$ cat src/rtl/core/pal_pkg.sv
// Package for the positional array list unit: capacity, derived widths, the
// operation and status codes and the control bundle that the top level sends
// down the chain of cells. No dependencies.
`default_nettype none

package pal_pkg;

    localparam int CAPACITY = 32;
    localparam int IDX_W    = $clog2(CAPACITY);
    localparam int LEN_W    = $clog2(CAPACITY + 1);
    localparam int DATA_W   = 32;
    localparam int CMP_W    = ((LEN_W > 6) ? LEN_W : 6) + 1;

    typedef enum logic [1:0] {
        KIND_INSERT = 2'd0,
        KIND_DELETE = 2'd1,
        KIND_SEARCH = 2'd2,
        KIND_NONE   = 2'd3
    } kind_t;

    typedef enum logic [1:0] {
        ST_OK       = 2'd0,
        ST_BADPOS   = 2'd1,
        ST_FULL     = 2'd2,
        ST_NOTFOUND = 2'd3
    } status_t;

    typedef struct packed {
        logic                     ins;
        logic                     del;
        logic [IDX_W-1:0]         pidx;
        logic signed [DATA_W-1:0] value;
        logic [LEN_W-1:0]         len;
    } pal_ctrl_t;

endpackage

`default_nettype wire

$ cat src/rtl/core/pal_cell.sv
// One cell of the list: holds one entry, shifts from its neighbors on insert
// or delete, and compares its entry with the search value.
// Depends on pal_pkg.
`default_nettype none

module pal_cell (
    input  wire logic                             clk,
    input  wire pal_pkg::pal_ctrl_t               ctrl,
    input  wire logic [pal_pkg::IDX_W-1:0]        idx,
    input  wire logic signed [pal_pkg::DATA_W-1:0] left,
    input  wire logic signed [pal_pkg::DATA_W-1:0] right,
    output logic signed [pal_pkg::DATA_W-1:0]      stored,
    output logic                                  match,
    output logic signed [pal_pkg::DATA_W-1:0]      tap
);

    logic signed [pal_pkg::DATA_W-1:0] data_reg;
    logic signed [pal_pkg::DATA_W-1:0] data_next;

    always_comb
    begin
        data_next = data_reg;
        if (ctrl.ins)
        begin
            if (idx == ctrl.pidx)
            begin
                data_next = ctrl.value;
            end
            else if (idx > ctrl.pidx)
            begin
                data_next = left;
            end
        end
        else if (ctrl.del && (idx >= ctrl.pidx))
        begin
            data_next = right;
        end
    end

    always_ff @(posedge clk)
    begin
        data_reg <= data_next;
    end

    assign stored = data_reg;
    assign match  = (pal_pkg::LEN_W'(idx) < ctrl.len) && (data_reg == ctrl.value);
    assign tap    = (idx == ctrl.pidx) ? data_reg : '0;

endmodule

`default_nettype wire

$ cat src/rtl/core/pal_chain.sv
// Row of list cells with neighbor links, the first-match encoder for search
// and the selection of the entry at the delete position.
// Depends on pal_pkg and pal_cell.
`default_nettype none

module pal_chain (
    input  wire logic                              clk,
    input  wire pal_pkg::pal_ctrl_t                ctrl,
    output logic [pal_pkg::LEN_W-1:0]              found,
    output logic signed [pal_pkg::DATA_W-1:0]      removed
);

    logic signed [pal_pkg::DATA_W-1:0] vals [pal_pkg::CAPACITY];
    logic signed [pal_pkg::DATA_W-1:0] taps [pal_pkg::CAPACITY];
    logic [pal_pkg::CAPACITY-1:0]      match_vec;

    for (genvar i = 0; i < pal_pkg::CAPACITY; i++)
    begin : g_cell
        logic signed [pal_pkg::DATA_W-1:0] left_val;
        logic signed [pal_pkg::DATA_W-1:0] right_val;

        if (i == 0)
        begin : g_first
            assign left_val = '0;
        end
        else
        begin : g_left
            assign left_val = vals[i-1];
        end

        if (i == pal_pkg::CAPACITY - 1)
        begin : g_last
            assign right_val = '0;
        end
        else
        begin : g_right
            assign right_val = vals[i+1];
        end

        pal_cell u_cell (
            .clk    (clk),
            .ctrl   (ctrl),
            .idx    (pal_pkg::IDX_W'(i)),
            .left   (left_val),
            .right  (right_val),
            .stored (vals[i]),
            .match  (match_vec[i]),
            .tap    (taps[i])
        );
    end

    always_comb
    begin
        removed = '0;
        for (int i = 0; i < pal_pkg::CAPACITY; i++)
        begin
            removed = removed | taps[i];
        end
    end

    always_comb
    begin
        found = '0;
        for (int i = pal_pkg::CAPACITY - 1; i >= 0; i--)
        begin
            if (match_vec[i])
            begin
                found = pal_pkg::LEN_W'(i + 1);
            end
        end
    end

endmodule

`default_nettype wire

$ cat src/rtl/core/positional_array_list_unit.sv
// Top level of the positional array list unit: stream handshakes, operation
// register, length register, status decode and result register.
// Depends on pal_pkg and pal_chain.
//
// Usage: each transaction on the s_ side carries one operation (insert,
// delete or search) and produces exactly one result transaction on the m_
// side with a status, the removed entry, the found position and the length.
// An accepted operation is held in an operation register and executes across
// the whole chain of cells at once when the output register is free or being
// taken; its result is then held in the output register and offered from
// there. One operation per cycle is sustained while the receiver takes
// results; the whole chain of cells is updated together.
// When the receiver stalls, the pending result holds in the output register
// and one further operation may be accepted and held; s_tready then drops.
// Reset clears the length to zero and empties both registers; entry contents
// are not cleared, since entries at or beyond the length are never read.
`default_nettype none

module positional_array_list_unit (
    input  wire logic        clk,
    input  wire logic        rst_n,
    input  wire logic        s_tvalid,
    output logic             s_tready,
    // kind[1:0], position[7:2], value[39:8]
    input  wire logic [39:0] s_tdata,
    output logic             m_tvalid,
    input  wire logic        m_tready,
    // status[1:0], removed_value[33:2], found_position[39:34],
    // length_after[45:40], zero[47:46]
    output logic [47:0]      m_tdata
);

    logic                               op_valid_reg;
    pal_pkg::kind_t                     kind_reg;
    logic [5:0]                         pos_reg;
    logic signed [pal_pkg::DATA_W-1:0]  val_reg;
    logic [pal_pkg::LEN_W-1:0]          len_reg;
    logic [pal_pkg::LEN_W-1:0]          len_next;
    logic                               out_valid_reg;
    pal_pkg::status_t                   status_reg;
    pal_pkg::status_t                   status_next;
    logic signed [pal_pkg::DATA_W-1:0]  removed_reg;
    logic signed [pal_pkg::DATA_W-1:0]  removed_next;
    logic [pal_pkg::LEN_W-1:0]          found_reg;
    logic [pal_pkg::LEN_W-1:0]          found_next;
    logic [pal_pkg::LEN_W-1:0]          length_reg;

    logic                               in_fire;
    logic                               exec_fire;
    logic [pal_pkg::CMP_W-1:0]          pos_ext;
    logic [pal_pkg::CMP_W-1:0]          len_ext;
    logic                               ins_bad;
    logic                               ins_full;
    logic                               del_bad;
    logic                               ins_ok;
    logic                               del_ok;
    pal_pkg::pal_ctrl_t                 ctrl;
    logic [pal_pkg::LEN_W-1:0]          chain_found;
    logic signed [pal_pkg::DATA_W-1:0]  chain_removed;

    assign exec_fire = op_valid_reg && (!out_valid_reg || m_tready);
    assign s_tready  = !op_valid_reg || exec_fire;
    assign in_fire   = s_tvalid && s_tready;

    assign pos_ext  = pal_pkg::CMP_W'(pos_reg);
    assign len_ext  = pal_pkg::CMP_W'(len_reg);
    assign ins_bad  = (pos_ext == '0) || (pos_ext > (len_ext + pal_pkg::CMP_W'(1)));
    assign ins_full = (len_ext >= pal_pkg::CMP_W'(pal_pkg::CAPACITY));
    assign del_bad  = (pos_ext == '0) || (pos_ext > len_ext);
    assign ins_ok   = (kind_reg == pal_pkg::KIND_INSERT) && !ins_bad && !ins_full;
    assign del_ok   = (kind_reg == pal_pkg::KIND_DELETE) && !del_bad;

    assign ctrl.ins   = exec_fire && ins_ok;
    assign ctrl.del   = exec_fire && del_ok;
    assign ctrl.pidx  = pal_pkg::IDX_W'(pos_ext - pal_pkg::CMP_W'(1));
    assign ctrl.value = val_reg;
    assign ctrl.len   = len_reg;

    pal_chain u_chain (
        .clk     (clk),
        .ctrl    (ctrl),
        .found   (chain_found),
        .removed (chain_removed)
    );

    always_comb
    begin
        status_next  = pal_pkg::ST_OK;
        removed_next = '0;
        found_next   = '0;
        len_next     = len_reg;
        unique case (kind_reg)
            pal_pkg::KIND_INSERT:
            begin
                if (ins_bad)
                begin
                    status_next = pal_pkg::ST_BADPOS;
                end
                else if (ins_full)
                begin
                    status_next = pal_pkg::ST_FULL;
                end
                else
                begin
                    len_next = len_reg + pal_pkg::LEN_W'(1);
                end
            end
            pal_pkg::KIND_DELETE:
            begin
                if (del_bad)
                begin
                    status_next = pal_pkg::ST_BADPOS;
                end
                else
                begin
                    removed_next = chain_removed;
                    len_next     = len_reg - pal_pkg::LEN_W'(1);
                end
            end
            pal_pkg::KIND_SEARCH:
            begin
                found_next  = chain_found;
                status_next = (chain_found == '0) ? pal_pkg::ST_NOTFOUND : pal_pkg::ST_OK;
            end
            pal_pkg::KIND_NONE:
            begin
                status_next = pal_pkg::ST_OK;
            end
            default:
            begin
                status_next = pal_pkg::ST_OK;
            end
        endcase
    end

    always_ff @(posedge clk or negedge rst_n)
    begin
        if (!rst_n)
        begin
            op_valid_reg  <= 1'b0;
            out_valid_reg <= 1'b0;
            len_reg       <= '0;
        end
        else
        begin
            if (in_fire)
            begin
                op_valid_reg <= 1'b1;
            end
            else if (exec_fire)
            begin
                op_valid_reg <= 1'b0;
            end

            if (exec_fire)
            begin
                out_valid_reg <= 1'b1;
                len_reg       <= len_next;
            end
            else if (m_tready)
            begin
                out_valid_reg <= 1'b0;
            end
        end
    end

    always_ff @(posedge clk)
    begin
        if (in_fire)
        begin
            kind_reg <= pal_pkg::kind_t'(s_tdata[1:0]);
            pos_reg  <= s_tdata[7:2];
            val_reg  <= s_tdata[39:8];
        end
        if (exec_fire)
        begin
            status_reg  <= status_next;
            removed_reg <= removed_next;
            found_reg   <= found_next;
            length_reg  <= len_next;
        end
    end

    assign m_tvalid = out_valid_reg;
    assign m_tdata  = {2'b00, 6'(length_reg), 6'(found_reg), removed_reg, status_reg};

endmodule

`default_nettype wire

$ cat config.mk
export PLATFORM = sky130hd
export DESIGN_NAME = positional_array_list_unit
export DESIGN_NICKNAME = d
export VERILOG_FILES = /design/src/rtl/core/pal_pkg.sv /design/src/rtl/core/pal_cell.sv /design/src/rtl/core/pal_chain.sv /design/src/rtl/core/positional_array_list_unit.sv
export SDC_FILE = /design/constraint.sdc
export NUM_CORES = 2
export LEC_CHECK = 0
export ABC_AREA = 1
export BUFFER_PORTS_ARGS = -buffer_cell sky130_fd_sc_hd__buf_2
export CORE_AREA = 3 3 570 572
export CTS_CLUSTER_DIAMETER = 40
export DETAILED_ROUTE_END_ITERATION = 7
export DIE_AREA = 0 0 573 575
export SLEW_MARGIN = 20
export SYNTH_ARGS = -nofsm -noshare
export SYNTH_HDL_FRONTEND = slang
export SYNTH_HIERARCHICAL = 1
export SYNTH_SLANG_ARGS = --single-unit
$ cat constraint.sdc
create_clock -name clk -period 9.5 [get_ports clk]
set_clock_uncertainty 0.2 [all_clocks]
set_input_delay 0.475 -clock clk [delete_from_list [all_inputs] [get_ports clk]]
set_output_delay 0.475 -clock clk [all_outputs]
set_load 0.02 [all_outputs]
==> impl_results.md <==
* Slew headroom at 0.1524
* Min-Delay Path Class: in2reg
* DRT antenna net count at 0
* Post-synthesis xor/xnor area fraction at 0.01957
* Compound-Gate Fraction of Synth Area at 0.1534
* Min cycle time layout at 6.700 ns
* Cts bufs inserted at 235
* Worst vdd ir at 0.2045 mV
* Crit path DAT at approximately 7.1 ns
* DR pass1 iterations at 7
* Vias per inst at a little over 5
* Area of the core at ~320,000 um2
* Ys async rst share at 0.007156
* Data required, critical path at between 9 and 10 ns
* Synth Area in Adders at 0.03984
* Met2 wire len at 182,600 um
* Initial DRC count at ~14,000
* Global-route wire length before repair at 610,100 um
* Simple-gate share of the synthesized area at 0.3110
* Vias in the first global route at 91,210
* H-tree level count at 4
* Util after Layout at 0.3467
* Largest net degree at the start of global routing at around 130
* Sequential area share after synthesis at 0.3500
* Initial antenna violation count at 14
* Met1 WL at 165,700 um
* Hpwl dp at 301,300 um
* Core Rows at 208
* Yosys cell types at 39
* Total global-route track usage at 0.2429
* Synth Area per Inst at between 6 and 7 um2
* Final GP Congestion at roughly 0.99
* Worst-margin pin slew at 1.260 ns
* Clock latency on the worst-skew pair at around 0.91 ns
* Final period util at 0.7053
* WL/cell at 22.07 um
* Met3 Wirelength at 45,590 um
* Synth-to-Final Area Change at 16.05%
* EDFF count, synth at 1,110
* Via count at 98,830
* Ys Warns at 6
* CP endpoint kind: flop
* Die X at 573 um
* Die area at between 300,000 and 400,000 um2
* Maxcap violations at 0
* PortBufs at 91
* CTS root buffer: clkbuf_16
* Clock-pin slew on the worst setup and hold paths at roughly 0.06 ns
* Placed insts at 18,550
* Largest family of logic cells by synthesized area: simple AND/OR/NAND/NOR gates
* Layout Cells excl Fill at 19,060
* DRC at 0
* Routed wire length at ~420,000 um
* Die H at ~580 um
* CP Class: reg2reg
* Top_reg_cell synth: edfxtp_1
* Initial Utilization at 0.2988
* # IOs at 94
* CP startpoint kind: flop
* P_leak at 50.08 nW
* Setup Buffers After CTS at 0
* Final hold violation count at 0
* Max FFs per register at 1,024
* Max Fanout on Critical Path at 33
* Share of cells above drive strength 1 at 0.1205
* Total grt overflow at 0
* Clock Path Buffers at 3
* Final setup vio count at 0
* Post-cts resize count at 0
* CTS tree: built
* Mux contribution to synthesized area at 0
* Mapped Cells at roughly 14,000
* Pwr dens at 185.1 nW/um2
* Cell area after synthesis at 95,800 um2
* F_max at about 0.15 GHz
* Top layer in use: met5
* Yosys reg bits at 1,118
* Fin. max-slew vios at 0
* Status: complete, no violations
* Clock sink total at 1,118
* Unrepaired setup endpoints after global routing: no
* Layout Nets at 14,880
* Setup tns final at 0 ns
-- through the flow --
stage	cell area [um2]	hold slack (ns)	setup slack, ns	power, mW
2_1_floorplan	97110	-0.02059	2.603	9.864
3_3_place_gp	102300	0.1546	2.781	11.82
3_5_place_dp	102500	0.1464	2.991	11.89
4_1_cts	111100	0.01892	2.929	20.43
5_1_grt	111200	0.05289	2.684	21.39
6_report	111200	0.07836	2.800	20.57
-- placed cells by master, fill, tap and decap left out, drive strengths merged, types with 30 or more instances in the layout --
cell / instances
nor3: 60
clkinv: 91
conb: 354
clkinvlp: 30
o21ai: 218
nor4: 258
inv: 2255
ha: 305
nand2: 2946
buf: 402
or2: 32
nand4: 69
nor2: 3021
clkbuf: 257
nand3: 833
a21oi: 2150
xor2: 127
dlygate4sd3: 46
edfxtp: 1110
xnor2: 87
-- synth_stat cells, types with 13 or more instances --
cell type	instances	area, um2
or2_2	32	200.2
nor2_4	22	247.7
nand3_2	33	330.3
xnor2_1	87	762.0
nor3_1	60	300.3
nand2_1	2929	10990
nand3_1	799	3999
nand3b_1	21	157.7
buf_6	120	1351
nor2_1	2985	11200
inv_2	17	63.81
a21oi_1	1422	7117
nor2_2	13	81.33
edfxtp_1	1110	33330
nor4_1	258	1614
nand4_1	69	431.7
inv_1	2197	8247
clkbuf_1	243	912.1
a21oi_2	728	6376
o21ai_0	215	1076
buf_2	252	1261
xor2_1	127	1112
ha_1	305	3816
buf_4	25	187.7
nand2_2	15	93.84
-- worst max-delay path: stages, from the launching register on --
cell      delay [ns]
edfxtp_1        0.53
nor3_1          0.46
xor2_4          0.62
buf_4           0.34
inv_1           0.07
ha_1            0.32
nand3_2         0.12
nor2_4          0.03
buf_4           0.25
nand2_2         0.51
buf_4           0.38
nor2_1          0.07
nor4_1          0.97
nand4_1         0.82
or2_2           0.53
inv_1           0.06
nor2_1          0.04
-- where the power goes --
part | total [mW] | leakage, nW | switching (mW) | internal (mW)
registers | 6.52 | 10.2 | 0.564 | 5.95
logic | 5.53 | 36.0 | 3.98 | 1.56
clock network | 8.52 | 3.86 | 3.21 | 5.32
total | 20.6 | 50.1 | 7.75 | 12.8
-- layout make-up --
class                      instances  area, um2
antenna                           22      55.05
clock buffer                     257       5984
clock inverter                   187       2121
fill                           34590     209500
inverter                        2218       8369
multi-input combinational      10510      52130
sequential                      1118      33540
tap                             4305       5386
timing repair buffer             448       3578
-- cells by family after synthesis --
kind of cell	count (synthesis)
simple gates	7252
buf+inv	2858
compound gates	2384
flops	1118
fa+ha+maj	305
xor+xnor	214
other cells	3
-- final timing paths --
kind / start / endpoint / slack (ns) / depth (start not counted)
max: pos_reg[2]$_DFFE_PP_ / removed_reg[3]$_SDFFCE_PP0P_ / 2.80 / 16
min: s_tdata[22] / val_reg[14]$_DFFE_PP_ / 0.08 / 2
max reg2reg: pos_reg[2]$_DFFE_PP_ / removed_reg[3]$_SDFFCE_PP0P_ / 2.80 / 16
min reg2reg: m_tvalid$_DFFE_PN0P_ / m_tvalid$_DFFE_PN0P_ / 0.35 / 2
max in group asynchronous: rst_n / len_reg[5]$_DFFE_PN0P_ / 8.32 / 3
min in group asynchronous: rst_n / op_valid_reg$_DFFE_PN0P_ / 0.42 / 3
-- per-layer routing --
layer,GRT usage,vias to the layer above
li1,-,45770
met1,0.3169,46530
met2,0.3730,5562
met3,0.05197,955
met4,0.1342,8
met5,0,-
-- timing repair --
action / in CTS / in global routing
endpoints found under the setup margin: 0 / 0
hold buffers: 46 / 0
endpoints found under the hold margin: 55 / 0
Power figures use the tool's default switching activity.
